==> config.mk <==
export PLATFORM = sky130hd
export DESIGN_NAME = irc_message_tokenizer_flat
export DESIGN_NICKNAME = d
export VERILOG_FILES = /design/src/design/imt_pkg.sv /design/src/design/imt_if.sv /design/src/design/irc_message_tokenizer.sv /design/src/design/imt_in_stage.sv /design/src/design/imt_parse.sv /design/src/design/imt_out_stage.sv /design/src/flat_wrapper.sv
export SDC_FILE = /design/constraint.sdc
export NUM_CORES = 1
export LEC_CHECK = 0
export ABC_AREA = 1
export BUFFER_PORTS_ARGS = -buffer_cell sky130_fd_sc_hd__buf_4
export CAP_MARGIN = 15
export CORE_UTILIZATION = 59
export CTS_BUF_LIST = sky130_fd_sc_hd__clkbuf_8
export CTS_CLUSTER_DIAMETER = 120
export DETAILED_ROUTE_END_ITERATION = 10
export PLACE_DENSITY = 0.82
export SYNTH_ARGS = -nofsm -noshare
export SYNTH_HDL_FRONTEND = slang
export SYNTH_SLANG_ARGS = --single-unit
export TNS_END_PERCENT = 50
==> constraint.sdc <==
create_clock -name clock -period 2.1 [get_ports clock]
set_input_delay 0 -clock clock [delete_from_list [all_inputs] [get_ports clock]]
set_output_delay 0 -clock clock [all_outputs]
set_load 0.1 [all_outputs]
==> src/design/imt_pkg.sv <==
// Package for the chat-line tokenizer: byte constants, result codes and word types.
// Depends on nothing.
`timescale 1ns / 1ps
`default_nettype none
package imt_pkg;

   localparam int BYTE_W = 8;
   localparam int INDEX_W = 4;
   localparam int MAX_PARAMS_DEFAULT = 16;

   localparam logic [BYTE_W-1:0] CH_COLON = 8'h3A;
   localparam logic [BYTE_W-1:0] CH_SPACE = 8'h20;
   localparam logic [BYTE_W-1:0] CH_CR = 8'h0D;

   // Role given to each byte of the line.
   typedef enum logic [2:0] {
      ROLE_PREFIX = 3'd0,
      ROLE_SEPARATOR = 3'd1,
      ROLE_COMMAND = 3'd2,
      ROLE_MIDDLE = 3'd3,
      ROLE_TRAIL_COLON = 3'd4,
      ROLE_TRAIL_TEXT = 3'd5,
      ROLE_CR = 3'd6,
      ROLE_IGNORED = 3'd7
   } role_type;

   typedef enum logic [1:0] {
      STATUS_PENDING = 2'd0,
      STATUS_OK = 2'd1,
      STATUS_MALFORMED = 2'd2
   } status_type;

   typedef struct packed {
      logic [BYTE_W-1:0] data_byte;
      logic last_byte;
   } req_word_type;

   typedef struct packed {
      role_type role;
      logic [INDEX_W-1:0] param_index;
      logic token_start;
      logic end_of_message;
      status_type status;
   } rsp_word_type;

endpackage
`default_nettype wire

==> src/design/imt_if.sv <==
// Handshake channels of the chat-line tokenizer: byte requests and tagged responses.
// Depends on imt_pkg.
`timescale 1ns / 1ps
`default_nettype none
interface imt_req_if;
   import imt_pkg::*;
   logic valid;
   logic ready;
   logic [BYTE_W-1:0] data_byte;
   logic last_byte;

   modport source(output valid, output data_byte, output last_byte, input ready);
   modport sink(input valid, input data_byte, input last_byte, output ready);
endinterface

interface imt_rsp_if;
   import imt_pkg::*;
   logic valid;
   logic ready;
   role_type role;
   logic [INDEX_W-1:0] param_index;
   logic token_start;
   logic end_of_message;
   status_type status;

   modport source(output valid, output role, output param_index, output token_start,
                  output end_of_message, output status, input ready);
   modport sink(input valid, input role, input param_index, input token_start,
                input end_of_message, input status, output ready);
endinterface
`default_nettype wire

==> src/design/irc_message_tokenizer.sv <==
// Top level of the chat-line tokenizer: input register, parse stage, result register.
// Depends on imt_pkg, imt_if, imt_in_stage, imt_parse and imt_out_stage.
`timescale 1ns / 1ps
`default_nettype none
// The tokenizer takes one byte of a chat-protocol line per word on req, with last_byte
// set on the final byte, and returns one tagged word per byte on rsp, in order. A byte's
// tagged word reaches rsp through the input register and then the result register: the
// byte is held in the input register, and its parse result is then loaded into the
// result register, where it waits until it is taken. The sustained rate is one byte per
// cycle while rsp keeps taking words, set by the parse mode and parameter count, which
// are read and rewritten for each byte. Backpressure on rsp stalls req only when both
// registers are full. The status field is pending on every word but the last of a line,
// which carries ok or malformed; the parser then starts afresh on the next line.
module irc_message_tokenizer #(
   parameter int MAX_PARAMS = imt_pkg::MAX_PARAMS_DEFAULT
) (
   input  logic      clock,
   input  logic      reset,
   imt_req_if.sink   req,
   imt_rsp_if.source rsp
);
   import imt_pkg::*;

   req_word_type in_word;
   rsp_word_type parse_result;
   logic         in_valid, out_can_load, advance;

   // A byte moves through the parse stage when the result register can take it.
   assign advance = in_valid && out_can_load;

   imt_in_stage u_in_stage (
      .clock      (clock),
      .reset      (reset),
      .req        (req),
      .advance    (advance),
      .word_valid (in_valid),
      .word       (in_word)
   );

   imt_parse #(
      .MAX_PARAMS (MAX_PARAMS)
   ) u_parse (
      .clock   (clock),
      .reset   (reset),
      .advance (advance),
      .word    (in_word),
      .result  (parse_result)
   );

   imt_out_stage u_out_stage (
      .clock    (clock),
      .reset    (reset),
      .load     (advance),
      .result   (parse_result),
      .can_load (out_can_load),
      .rsp      (rsp)
   );

endmodule
`default_nettype wire

==> src/design/imt_in_stage.sv <==
// Input register of the tokenizer: captures one byte word per handshake.
// Depends on imt_pkg and imt_if.
`timescale 1ns / 1ps
`default_nettype none
module imt_in_stage (
   input  logic                clock,
   input  logic                reset,
   imt_req_if.sink             req,
   input  logic                advance,
   output logic                word_valid,
   output imt_pkg::req_word_type word
);
   import imt_pkg::*;

   logic         valid_ff, valid_in;
   req_word_type word_ff, word_in;
   logic         take;

   // A new word may enter when the register is empty or is moving on.
   assign req.ready = !valid_ff || advance;
   assign take = req.valid && req.ready;

   always_comb begin
      valid_in = valid_ff;
      word_in = word_ff;
      if (take) begin
         valid_in = 1'b1;
         word_in.data_byte = req.data_byte;
         word_in.last_byte = req.last_byte;
      end else if (advance) begin
         valid_in = 1'b0;
      end
   end

   always_ff @(posedge clock) begin
      if (reset) begin
         valid_ff <= 1'b0;
      end else begin
         valid_ff <= valid_in;
      end
      word_ff <= word_in;
   end

   assign word_valid = valid_ff;
   assign word = word_ff;

endmodule
`default_nettype wire

==> src/design/imt_parse.sv <==
// Parse stage: line state machine that tags the registered byte and tracks parameters.
// Depends on imt_pkg.
`timescale 1ns / 1ps
`default_nettype none
module imt_parse #(
   parameter int MAX_PARAMS = imt_pkg::MAX_PARAMS_DEFAULT
) (
   input  logic                  clock,
   input  logic                  reset,
   input  logic                  advance,
   input  imt_pkg::req_word_type word,
   output imt_pkg::rsp_word_type result
);
   import imt_pkg::*;

   typedef enum logic [2:0] {
      MODE_START = 3'd0,
      MODE_PREFIX = 3'd1,
      MODE_PRECMD = 3'd2,
      MODE_CMD = 3'd3,
      MODE_PARAMS = 3'd4,
      MODE_MIDDLE = 3'd5,
      MODE_TRAIL = 3'd6,
      MODE_DONE = 3'd7
   } mode_type;

   // Highest parameter index reported; later parameters share it.
   localparam logic [INDEX_W-1:0] IDX_LIMIT =
      (MAX_PARAMS > (1 << INDEX_W)) ? {INDEX_W{1'b1}} : INDEX_W'(MAX_PARAMS - 1);

   mode_type           mode_ff, mode_in;
   logic [INDEX_W-1:0] count_ff, count_in, count_bumped;
   logic               is_colon, is_space, is_cr, ok;

   assign is_colon = (word.data_byte == CH_COLON);
   assign is_space = (word.data_byte == CH_SPACE);
   assign is_cr = (word.data_byte == CH_CR);
   assign count_bumped = (count_ff < IDX_LIMIT) ? count_ff + INDEX_W'(1) : count_ff;

   // Classify the byte and work out the next mode.
   always_comb begin
      mode_in = mode_ff;
      count_in = count_ff;
      result.role = ROLE_IGNORED;
      result.param_index = '0;
      result.token_start = 1'b0;
      result.end_of_message = word.last_byte;
      result.status = STATUS_PENDING;
      unique case (mode_ff)
         MODE_START: begin
            if (is_colon) begin
               result.role = ROLE_PREFIX;
               mode_in = MODE_PREFIX;
            end else if (is_space) begin
               result.role = ROLE_SEPARATOR;
               mode_in = MODE_PARAMS;
            end else if (is_cr) begin
               result.role = ROLE_CR;
               mode_in = MODE_DONE;
            end else begin
               result.role = ROLE_COMMAND;
               result.token_start = 1'b1;
               mode_in = MODE_CMD;
            end
         end
         MODE_PREFIX: begin
            if (is_space) begin
               result.role = ROLE_SEPARATOR;
               mode_in = MODE_PRECMD;
            end else begin
               result.role = ROLE_PREFIX;
            end
         end
         MODE_PRECMD: begin
            if (is_space) begin
               result.role = ROLE_SEPARATOR;
            end else if (is_cr) begin
               result.role = ROLE_CR;
               mode_in = MODE_DONE;
            end else begin
               result.role = ROLE_COMMAND;
               result.token_start = 1'b1;
               mode_in = MODE_CMD;
            end
         end
         MODE_CMD: begin
            if (is_space) begin
               result.role = ROLE_SEPARATOR;
               mode_in = MODE_PARAMS;
            end else if (is_cr) begin
               result.role = ROLE_CR;
               mode_in = MODE_DONE;
            end else begin
               result.role = ROLE_COMMAND;
            end
         end
         MODE_PARAMS: begin
            if (is_space) begin
               result.role = ROLE_SEPARATOR;
            end else if (is_cr) begin
               result.role = ROLE_CR;
               mode_in = MODE_DONE;
            end else if (is_colon) begin
               result.role = ROLE_TRAIL_COLON;
               result.param_index = count_ff;
               result.token_start = 1'b1;
               mode_in = MODE_TRAIL;
            end else begin
               result.role = ROLE_MIDDLE;
               result.param_index = count_ff;
               result.token_start = 1'b1;
               mode_in = MODE_MIDDLE;
            end
         end
         MODE_MIDDLE: begin
            if (is_space) begin
               result.role = ROLE_SEPARATOR;
               count_in = count_bumped;
               mode_in = MODE_PARAMS;
            end else if (is_cr) begin
               result.role = ROLE_CR;
               count_in = count_bumped;
               mode_in = MODE_DONE;
            end else begin
               result.role = ROLE_MIDDLE;
               result.param_index = count_ff;
            end
         end
         MODE_TRAIL: begin
            if (is_cr) begin
               result.role = ROLE_CR;
               mode_in = MODE_DONE;
            end else begin
               result.role = ROLE_TRAIL_TEXT;
               result.param_index = count_ff;
            end
         end
         default: begin
            // Everything after the CR is ignored.
            result.role = ROLE_IGNORED;
         end
      endcase

      // A line may end between parameters, inside the trailing one or after CR.
      ok = (mode_in == MODE_PARAMS) || (mode_in == MODE_TRAIL) || (mode_in == MODE_DONE);
      if (word.last_byte) begin
         result.status = ok ? STATUS_OK : STATUS_MALFORMED;
         mode_in = MODE_START;
         count_in = '0;
      end
   end

   always_ff @(posedge clock) begin
      if (reset) begin
         mode_ff <= MODE_START;
         count_ff <= '0;
      end else if (advance) begin
         mode_ff <= mode_in;
         count_ff <= count_in;
      end
   end

endmodule
`default_nettype wire

==> src/design/imt_out_stage.sv <==
// Result register of the tokenizer: holds one tagged word until it is taken.
// Depends on imt_pkg and imt_if.
`timescale 1ns / 1ps
`default_nettype none
module imt_out_stage (
   input  logic                  clock,
   input  logic                  reset,
   input  logic                  load,
   input  imt_pkg::rsp_word_type result,
   output logic                  can_load,
   imt_rsp_if.source             rsp
);
   import imt_pkg::*;

   logic         valid_ff, valid_in;
   rsp_word_type word_ff, word_in;

   // The register frees up in the same cycle that its word is taken.
   assign can_load = !valid_ff || rsp.ready;

   always_comb begin
      valid_in = valid_ff;
      word_in = word_ff;
      if (load) begin
         valid_in = 1'b1;
         word_in = result;
      end else if (rsp.ready) begin
         valid_in = 1'b0;
      end
   end

   always_ff @(posedge clock) begin
      if (reset) begin
         valid_ff <= 1'b0;
      end else begin
         valid_ff <= valid_in;
      end
      word_ff <= word_in;
   end

   assign rsp.valid = valid_ff;
   assign rsp.role = word_ff.role;
   assign rsp.param_index = word_ff.param_index;
   assign rsp.token_start = word_ff.token_start;
   assign rsp.end_of_message = word_ff.end_of_message;
   assign rsp.status = word_ff.status;

endmodule
`default_nettype wire

==> src/flat_wrapper.sv <==
// flat-port wrapper written by rule: the top's interface ports become plain ports
module irc_message_tokenizer_flat import imt_pkg::*;
#(
   parameter int MAX_PARAMS = imt_pkg::MAX_PARAMS_DEFAULT
)
  (clock, reset, req_valid, req_data_byte, req_last_byte, req_ready, rsp_valid, rsp_role, rsp_param_index, rsp_token_start, rsp_end_of_message, rsp_status, rsp_ready);
  imt_req_if req_i ();
  imt_rsp_if rsp_i ();
  input  logic clock;
  input  logic reset;
  input wire logic [$bits(req_i.valid)-1:0] req_valid;
  input wire logic [$bits(req_i.data_byte)-1:0] req_data_byte;
  input wire logic [$bits(req_i.last_byte)-1:0] req_last_byte;
  output wire logic [$bits(req_i.ready)-1:0] req_ready;
  output wire logic [$bits(rsp_i.valid)-1:0] rsp_valid;
  output wire logic [$bits(rsp_i.role)-1:0] rsp_role;
  output wire logic [$bits(rsp_i.param_index)-1:0] rsp_param_index;
  output wire logic [$bits(rsp_i.token_start)-1:0] rsp_token_start;
  output wire logic [$bits(rsp_i.end_of_message)-1:0] rsp_end_of_message;
  output wire logic [$bits(rsp_i.status)-1:0] rsp_status;
  input wire logic [$bits(rsp_i.ready)-1:0] rsp_ready;
  assign req_i.valid = req_valid;
  assign req_i.data_byte = req_data_byte;
  assign req_i.last_byte = req_last_byte;
  assign req_ready = req_i.ready;
  assign rsp_valid = rsp_i.valid;
  assign rsp_role = rsp_i.role;
  assign rsp_param_index = rsp_i.param_index;
  assign rsp_token_start = rsp_i.token_start;
  assign rsp_end_of_message = rsp_i.end_of_message;
  assign rsp_status = rsp_i.status;
  assign rsp_i.ready = rsp_ready;
  irc_message_tokenizer #(.MAX_PARAMS(MAX_PARAMS)) u_core (.clock(clock), .reset(reset), .req(req_i), .rsp(rsp_i));
endmodule
; ---- Yosys cells after proc, flatten, opt, wreduce, memory -nomap -nowiden
; Cells that the tools add are included.
[word_totals]
wordCells = 83
out_inout_bits = 13
romBits = 0
register_bits = 29
inputBits = 13
latchBits = 0
n_memories = 0
ram_bits = 0
[classes]
n_div = 0
shifts = 0
mul = 0
add_sub_neg = 1
n_lt_le_gt_ge = 1
n_reduce_logical = 16
n_mux = 42
n_bitwise = 0
eq_ne = 12
[ops]
columns = op, n
row1 = 3-bit 2-to-1 mux, 17
row2 = 3-bit case mux with 6 select lines, 2
row3 = 4-bit 2-to-1 mux, 7
row4 = "3-bit == test, second input constant", 6
row5 = "8-bit by 6-bit == test with 1-bit output, second input constant", 2
row6 = 4-bit case mux with 3 select lines, 1
row7 = 5-bit 2-to-1 mux, 2
row8 = "8-bit by 4-bit == test with 1-bit output, second input constant", 1
row9 = 1-bit 2-to-1 mux, 8
row10 = 8-bit 2-to-1 mux, 1
row11 = "3-bit by 2-bit == test with 1-bit output, second input constant", 2
row12 = 2-bit 2-to-1 mux, 3
row13 = 2-bit nonzero test, 3
row14 = "4-bit by 1-bit adder with 4-bit output, second input constant", 1
row15 = 1-bit logical OR, 4
row16 = "4-bit less-than comparator, second input constant", 1
row17 = 2-bit OR reduction, 2
row18 = "3-bit by 1-bit == test with 1-bit output, second input constant", 1
row19 = 3-bit zero test, 1
row20 = 1-bit case mux with 3 select lines, 1
row21 = 3-bit AND reduction, 1
row22 = 3-bit nonzero test, 1
row23 = 1-bit logical AND, 2
row24 = 1-bit zero test, 2

; ---- Depth between registers and ports, before layout
; Gate-level depths: netlist of run 1.
[logic_depth]
depth_word = 9
depth_mapped = 12
mapped_depth_nobuf = 11

; ---- Modules after synthesis
; From an unflattened synthesis of run 1, not the netlist that was laid out.
[hier_totals]
cells_unflattened = 186
area_unflattened_um2 = 1550.2
[by_module_without_submodules]
columns = module, cells_each, seq_area_each_um2, instances, area_each_um2
row1 = imt_parse, 153, 140.1, 1, 852.1
row2 = imt_out_stage, 16, 350.3, 1, 372.9
row3 = imt_in_stage, 15, 290.3, 1, 317.8
row4 = irc_message_tokenizer, 2, 0.0, 1, 7.5

; ---- Worst setup path after synthesis of run 1
; No wires, ideal clock.
[synth_timing]
kind = flip-flop to flip-flop
start = register u_core.u_out_stage.valid_ff (netlist: u_core.u_out_stage.rsp.valid)
end = register u_core.u_in_stage.word_ff (netlist bit u_core.u_in_stage.word[0]) (enable)
synth_period_minus_slack_ns = 2.757
stages_incl_launch_ff = 4
path_buffers = 0
arrival_time_ns = 2.473
required_time_ns = 1.816
setup_time_ns = 0.284
path_slack_ns = -0.657
cell_sequence = dfxtp_1 -> nand3_1 -> nand2_1 -> inv_1
[synth_via]
elab_chain_len = 5
[synth_lines]
columns = element, line
row1 = "start, declared", imt_out_stage.sv:15  ; logic valid_ff, valid_in;
row2 = "start signal, assigned", imt_out_stage.sv:36  ; valid_ff <= valid_in;
row3 = 1-bit zero test, imt_out_stage.sv:19  ; assign can_load = !valid_ff || rsp.ready;
row4 = 1-bit logical OR, imt_out_stage.sv:19
row5 = 1-bit logical AND, irc_message_tokenizer.sv:29  ; assign advance = in_valid && out_can_load;
row6 = 1-bit logical OR, imt_in_stage.sv:20  ; assign req.ready = !valid_ff || advance;
row7 = net req_ready, flat_wrapper.sv:14  ; output wire logic [$bits(req_i.ready)-1:0] req_ready;
row8 = 1-bit logical AND, imt_in_stage.sv:21  ; assign take = req.valid && req.ready;
row9 = net u_core.u_in_stage.take, imt_in_stage.sv:17  ; logic take;
row10 = "end signal, assigned", imt_in_stage.sv:41  ; word_ff <= word_in;
row11 = "end, declared", imt_in_stage.sv:16  ; req_word_type word_ff, word_in;
; The timed path passes the listed nets, and every way through them passes these cells.
; A chain may end at the register's enable or synchronous reset.

; ---- Worst setup path after layout of run 1
[layout_timing]
start = register u_core.u_in_stage.word_ff (netlist bit u_core.u_in_stage.word[8])
end = register u_core.u_parse.count_ff[0]
[layout_via]
elab_chain_len = 4
[layout_lines]
columns = element, line
row1 = 8-bit by 6-bit == test with 1-bit output, imt_parse.sv:36  ; assign is_space = (word.data_byte == CH_SPACE);
row2 = 4-bit 2-to-1 mux, imt_parse.sv:116  ; if (is_space) begin
row3 = 4-bit 2-to-1 mux, imt_parse.sv:49  ; unique case (mode_ff)
row4 = 4-bit 2-to-1 mux, imt_parse.sv:146  ; if (word.last_byte) begin
row5 = "end signal, assigned", imt_parse.sv:159  ; count_ff <= count_in;
row6 = "end, declared", imt_parse.sv:32  ; logic [INDEX_W-1:0] count_ff, count_in, count_bumped;
; Parallel ways exist; a longest one is shown, timed or not. The select of a mux whose other input is x is not followed.

==> results of run 1 <==
==> registers in the layout, summed over array words and instances (netlist names) <==
register / flops
u_core.u_out_stage.rsp.end_of_message: 1
u_core.u_out_stage.rsp.role: 3
u_core.u_out_stage.rsp.token_start: 1
u_core.u_out_stage.rsp.param_index: 4
u_core.u_in_stage.word: 9
u_core.u_parse.count_ff: 4
u_core.u_parse.mode_ff: 3
u_core.u_out_stage.rsp.valid: 1
u_core.u_out_stage.rsp.status: 2
u_core.u_in_stage.word_valid: 1
==> cell usage after synthesis, drive strengths merged <==
master   count  area share, %
dfxtp        9             12
nor3         2            1.0
nand4        3            1.3
edfxtp      20             42
nor2        24            6.9
o2111ai      1           0.61
nand3       19            6.9
inv         20            5.2
o211ai       1           0.52
xor2         1           0.61
a221oi       1           0.61
nand2       49             13
ha           1           0.87
a21oi       11            3.8
buf          4            1.9
o21ai        3            1.0
a31oi        1           0.43
o32ai        1           0.61
or2          2           0.87
==> per-layer routing <==
layer  track usage [%]  vias up  routed length (um)
li1                  -      655                   -
met1              34.0      601                1210
met2              54.3       96                1810
met3              8.77       26                 271
met4              21.6        0                 199
met5                 0        -                   0
==> worst max-delay path by stage <==
stage / startpoint / to / cells past startpoint
after detailed placement: u_core.u_in_stage.word[8] / u_core.u_parse.count_ff[2] / 10
after global placement: u_core.u_in_stage.word[8] / u_core.u_parse.count_ff[2] / 10
after CTS: u_core.u_in_stage.word[8] / u_core.u_parse.count_ff[2] / 10
after floorplan: u_core.u_out_stage.rsp.valid / u_core.u_in_stage.word[0] / 3
after global routing: u_core.u_in_stage.word[8] / u_core.u_parse.count_ff[0] / 9
final: u_core.u_in_stage.word[8] / u_core.u_parse.count_ff[0] / 9
==> stage by stage <==
stage / utilization (%) / worst slack, ps / area (sq um) / hold slack, ps / instances
after CTS: 84.0 / 352 / 1890 / 20.9 / 241
after global placement: 73.6 / 509 / 1660 / 178 / 223
after floorplan: - / 5.68 / 1460 / 98.9 / 173
after global routing: 84.0 / 86.0 / 1890 / 41.7 / 241
final: 84.0 / 266 / 1890 / 26.2 / 241
after detailed placement: 73.6 / 355 / 1660 / 179 / 223
==> final cells by class <==
cell class	instances	area, sq um	area share (%)
inverters	20	75.1	3.96
flip-flops and latches	29	781	41.2
multi-input cells	120	574	30.3
well taps	28	35.0	1.85
clock inverters	3	65.1	3.43
repair buffers	36	295	15.6
clock buffers	5	68.8	3.63
==> critical path: cells and delay by family, from the launching register on <==
family,cells,cell delay [ps]
compound gates,2,260
simple gates,6,1020
flops,1,400
buf+inv,1,70
==> kinds of logic (layout without fill, tap and decap cells) <==
logic type | count (synthesis) | in the layout | share of synthesized area, %
compound gates | 19 | 19 | 7.62
xor+xnor | 1 | 1 | 0.606
fa+ha+maj | 1 | 1 | 0.866
buf+inv | 24 | 64 | 7.10
flops | 29 | 29 | 54.0
simple gates | 99 | 99 | 29.8
==> report_power, final <==
part	switching, uW	total, uW	internal [uW]
Clock	211	682	471
Combinational	144	206	61.9
Sequential	18.5	657	638
==> impl_metrics.csv, run 1 <==
group,metric,value,unit
outcome,outcome,"completed",
global_routing,first_global_vias,1317,
yosys,synthCells,173,
worst_setup_path,slowest_stage,"edfxtp_1",
yosys,synth_area_per_cell,8.35,sq um
clock_tree,numClockSinks,29,
routing,drt-initial-drc-count,106,
clock_tree,post_cts_resized,0,
place,detailed_place_hpwl,2.35,mm
power_and_ir_drop,total_power,1540,uW
worst_setup_path,crit_required,2300,ps
global_routing,grt-ovfl-total,0,
sta,hold_violations,0,
worst_setup_path,rrSetupSlack,270,ps
floorplan,initial_utilization,64.1,%
power_and_ir_drop,total_leakage_power,0.000805,uW
worst_setup_path,arrival,2040,ps
layout,syn_to_final_growth,31.1,%
power_and_ir_drop,peakVddDrop,0.000826,V
yosys,syn-cell-area,1450,sq um
min_path,min-delay-start,"req_valid",
routing,routed_wirelength,3.49,mm
routing,ant_nets,0,
layout,nNetsFinal,226,
yosys,ys_seq_area_share,54.0,%
power_and_ir_drop,cellPowerDensity,815,nW/um^2
floorplan,io_pins,26,
global_routing,grt_util_all_layers,31.8,%
min_path,hold_path.class,"input pin to flip-flop",
yosys,syn_nets,187,
worst_setup_path,reg2reg_depth,9,
clock_tree,cts_buffer_depth,2,
clock_tree,numCtsBuffers,5,
worst_setup_path,critPathMaxFanout,12,
yosys,ys.warnings.count,0,
place,gp_congestion,1.02,
clock_tree,clk_latency,280,ps
routing,route.vias.total,1378,
sta,clock_skew,3.83,ps
floorplan,coreArea,2250,sq um
run,max-cap-violations,0,
floorplan,dieWidth,51.5,um
routing,dr.pass1.iters,5,
layout,drive_above_1_share,19.7,%
clock_tree,htreeDepth,2,
sta,post-route-min-period,1830,ps
layout,final_common_cell,"nand2_1",
yosys,synth_cell_type_count,28,
clock_tree,clock-root-buffer,"clkbuf_8",
yosys,ys_seq_elements,29,
clock_tree,hold_buffers,10,
sta,tns,0,ps
layout,final_cell_mix,"nand2_1, buf_4, nor2_1",
worst_setup_path,r2r-start,"u_core.u_in_stage.word[8]",
routing,drcViolationCount,0,
worst_setup_path,crit_path_max_incr_delay,400,ps
clock_tree,path_clk_slew,60,ps
routing,routed_via_density,5.72,
sta,slew_viol_final,0,
sta,fin_crit_sh,87.3,%
worst_setup_path,critPathKind,"flip-flop to flip-flop",
min_path,hold-path-endpoint,"u_core.u_in_stage.word_valid",
min_path,worstHoldPathCells,3,
floorplan,rows,17,
sta,fmaxAchievable,545,MHz
worst_setup_path,crit_chain,"nor2_2, inv_1, nor2_1, nand2_1, nand2_1, nand3_1, nor2_1, o21ai_0, a21oi_1",
sta,slew_headroom,72.7,%
floorplan,die_y,51.5,um
sta,rsz0062_at_grt,"no",
layout,diodes,0,
floorplan,design.die.area,2650,sq um
clock_tree,cts_setup_buffers,0,
place,portBuffers,25,
sta,worst_slew_pin_slew,409,ps
worst_setup_path,timing.rr.end,"u_core.u_parse.count_ff[0]",
global_routing,grt_pass1_wl,5.85,mm
worst_setup_path,start_kind,"flip-flop",
global_routing,grt_max_degree,13,
layout,fillers,127,
clock_tree,cts_tree,"done",
global_routing,antenna_found_initial,0,
worst_setup_path,cp-end-kind,"flip-flop",
sta,setup_violations,0,
routing,wl_per_cell,14.5,um
(Power assumes the default switching activity.)
==> run 2: changes to the inputs <==
Settings changed: ABC_AREA 1 to default.
==> impl_metrics.csv, run 2 <==
group,metric,value,unit
floorplan,die_y,51.1,um
power_and_ir_drop,total_leakage_power,0.000855,uW
worst_setup_path,cp-end-kind,"flip-flop",
worst_setup_path,critPathCapture,"u_core.u_out_stage.rsp.status[0]",
power_and_ir_drop,peakVddDrop,0.000660,V
yosys,syn_nets,152,
sta,clock_skew,8.84,ps
yosys,synth_top_area_share,42.3,%
yosys,ys_top_cells_by_count,"edfxtp_1, nand2_1, nor2_1",
yosys,ys_seq_elements,29,
yosys,synth_top_area_cell,"edfxtp_1",
clock_tree,htreeDepth,2,
layout,largest_reg_flops,9,
worst_setup_path,r2r-start,"u_core.u_in_stage.word[2]",
routing,route.vias.total,1570,
place,pre_cts_slack,-79.1,ps
layout,utilization,94.8,%
layout,final_cell_mix,"buf_4, edfxtp_1, nor2_1",
yosys,synth.most_common_cell,"edfxtp_1",
worst_setup_path,crit_required,2150,ps
worst_setup_path,cpMostUsedCell,"buf_4",
worst_setup_path,crit_chain,"buf_4, buf_4, nor3_2, o2111a_2, a311oi_2, or4_4, and3_4",
global_routing,gr-max-usage-layer,"met2",
layout,fin_area,2120,sq um
routing,ant_nets,0,
routing,wl_per_cell,24.6,um
clock_tree,clk_latency,290,ps
yosys,synth_cell_type_count,42,
power_and_ir_drop,cellPowerDensity,704,nW/um^2
worst_setup_path,critPathMaxFanout,4,
place,portBuffers,25,
floorplan,design.die.area,2610,sq um
floorplan,io_pins,26,
yosys,synth_area_per_cell,10.3,sq um
clock_tree,numClockSinks,29,
clock_tree,clock-root-buffer,"clkbuf_8",
sta,slew_headroom,70.0,%
routing,routed_via_density,7.01,
layout,stdcell_count,224,
worst_setup_path,arrival,2280,ps
clock_tree,cts_tree,"done",
place,detailed_place_hpwl,2.14,mm
routing,drt-initial-drc-count,192,
floorplan,coreArea,2230,sq um
layout,drive_above_1_share,37.2,%
sta,fin_ws,-139,ps
worst_setup_path,path_delay_family,"simple AND/OR/NAND/NOR gates",
sta,fin_crit_sh,107,%
routing,drcViolationCount,0,
routing,dr.pass1.iters,5,
floorplan,rows,17,
global_routing,grt_pass1_wl,7.48,mm
layout,fillers,55,
worst_setup_path,reg2reg_depth,7,
worst_setup_path,critPathKind,"flip-flop to flip-flop",
worst_setup_path,crit_buf_inv,2,
worst_setup_path,crit_start,"u_core.u_in_stage.word[2]",
global_routing,grt_util_all_layers,41.1,%
global_routing,antenna_found_initial,0,
worst_setup_path,timing.rr.end,"u_core.u_out_stage.rsp.status[0]",
yosys,synthArstFlopShare,0,%
worst_setup_path,crit_path_max_incr_delay,580,ps
global_routing,first_global_vias,1496,
layout,syn_to_final_growth,49.2,%
sta,setup_violations,9,
routing,routed_wirelength,5.51,mm
worst_setup_path,rrSetupSlack,-140,ps
layout,nNetsFinal,209,
min_path,hold_path.class,"input pin to flip-flop",
clock_tree,path_clk_slew,70,ps
global_routing,use_met3,12.5,%
yosys,synthCells,138,
sta,slew_viol_final,0,
sta,hold_violations,0,
run,max-cap-violations,0,
clock_tree,cts_buffer_depth,2,
global_routing,grt_max_degree,15,
sta,fmaxAchievable,447,MHz
place,gp_congestion,0.896,
yosys,ys.flop_type,"edfxtp_1",
outcome,violations,"setup timing",
yosys,synth-edff-count,20,
yosys,synthTopCellsByArea,"edfxtp_1, dfxtp_1, nand2_1",
worst_setup_path,path_depth,7,
sta,post-route-min-period,2240,ps
outcome,outcome,"finished, violations left",
sta,whs,180,ps
yosys,ys.warnings.count,0,
place,placedCellCount,203,
global_routing,grtUsageMet1,48.2,%
sta,rsz0062_at_grt,"yes",
layout,diodes,0,
layout,final_common_cell,"buf_4",
floorplan,initial_utilization,63.6,%
global_routing,grt-ovfl-total,0,
global_routing,grtUsageMet2,64.3,%
worst_setup_path,slowest_stage,"or4_4",
place,dpl-instance-area,1760,sq um
sta,worst_slew_pin_slew,450,ps
worst_setup_path,start_kind,"flip-flop",
floorplan,dieWidth,51.1,um
clock_tree,numCtsBuffers,5,
yosys,syn-cell-area,1420,sq um
yosys,ys_seq_area_share,55.0,%
run 2: changes by cell type after synthesis, moves of 6 or more:
cell,previous run,this run
nand2_1,49,13
inv_1,17,5
nor2_1,22,13
and2_1,0,6
clkbuf_1,0,7
nand3_1,18,5
run 2: cell families (layout without fill, tap and decap cells):
kind of cell | Yosys count | after routing | synth area share, %
AOI/OAI and AO/OA | 34 | 34 | 17.3
and+or+nand+nor | 62 | 62 | 23.7
adders and majority gates | 1 | 1 | 0.881
buffers and inverters | 12 | 70 | 3.17
DFF | 29 | 29 | 55.0
run 2: what timing repair did:
item | CTS | global route
endpoints found under the setup margin | 3 | 15
buffers inserted | 1 | 0
pin swaps | 1 | 6
endpoints found under the hold margin | 16 | 0
resized for setup | 6 | 16
hold buffers | 12 | 0
run 2: where the power goes:
group          switching [uW]  leakage [uW]  internal [uW]  total, uW
registers                21.5      0.000264            636        658
logic                     151      0.000529           84.2        235
clock network             217     0.0000626            381        598
run 2: per-layer routing:
metal | up-vias | wire [um]
met5 | - | 0
met4 | 0 | 308
met3 | 42 | 777
met2 | 158 | 2490
met1 | 737 | 1940
li1 | 633 | -
run 2: layout make-up:
cell class / count / area, sq um / area share (%)
Sequential cell: 29 / 782 / 36.9
Timing Repair Buffer: 57 / 465 / 22.0
Clock inverter: 2 / 33.8 / 1.59
Tap cell: 28 / 35.0 / 1.65
Clock buffer: 6 / 82.6 / 3.90
Inverter: 5 / 18.8 / 0.886
Multi-Input combinational cell: 97 / 701 / 33.1
run 2: per-stage QoR:
step                      power (uW)  setup TNS, ps
after detailed placement         840          -79.1
after CTS                       1440          -19.9
after global placement           834          -58.6
after global routing            1510          -1220
final                           1490           -467
after floorplan                  779          -72.8
run 2: worst min-delay path by stage:
stage,start,to,slack (ps),cells past startpoint
after global routing,rsp_ready,u_core.u_out_stage.rsp.valid,200,4
final,rsp_ready,u_core.u_out_stage.rsp.valid,180,4
after CTS,rsp_ready,u_core.u_out_stage.rsp.valid,40,4
after detailed placement,req_data_byte[2],u_core.u_in_stage.word[3],180,1
after global placement,req_data_byte[4],u_core.u_in_stage.word[5],180,1
after floorplan,req_last_byte,u_core.u_in_stage.word[0],100,0
run 2: worst reg2reg max path: stages (launching register included):
cell and delay, ps:
edfxtp_1 390, buf_4 150, buf_4 150, nor3_2 190, o2111a_2 260, a311oi_2 80
or4_4 580, and3_4 190
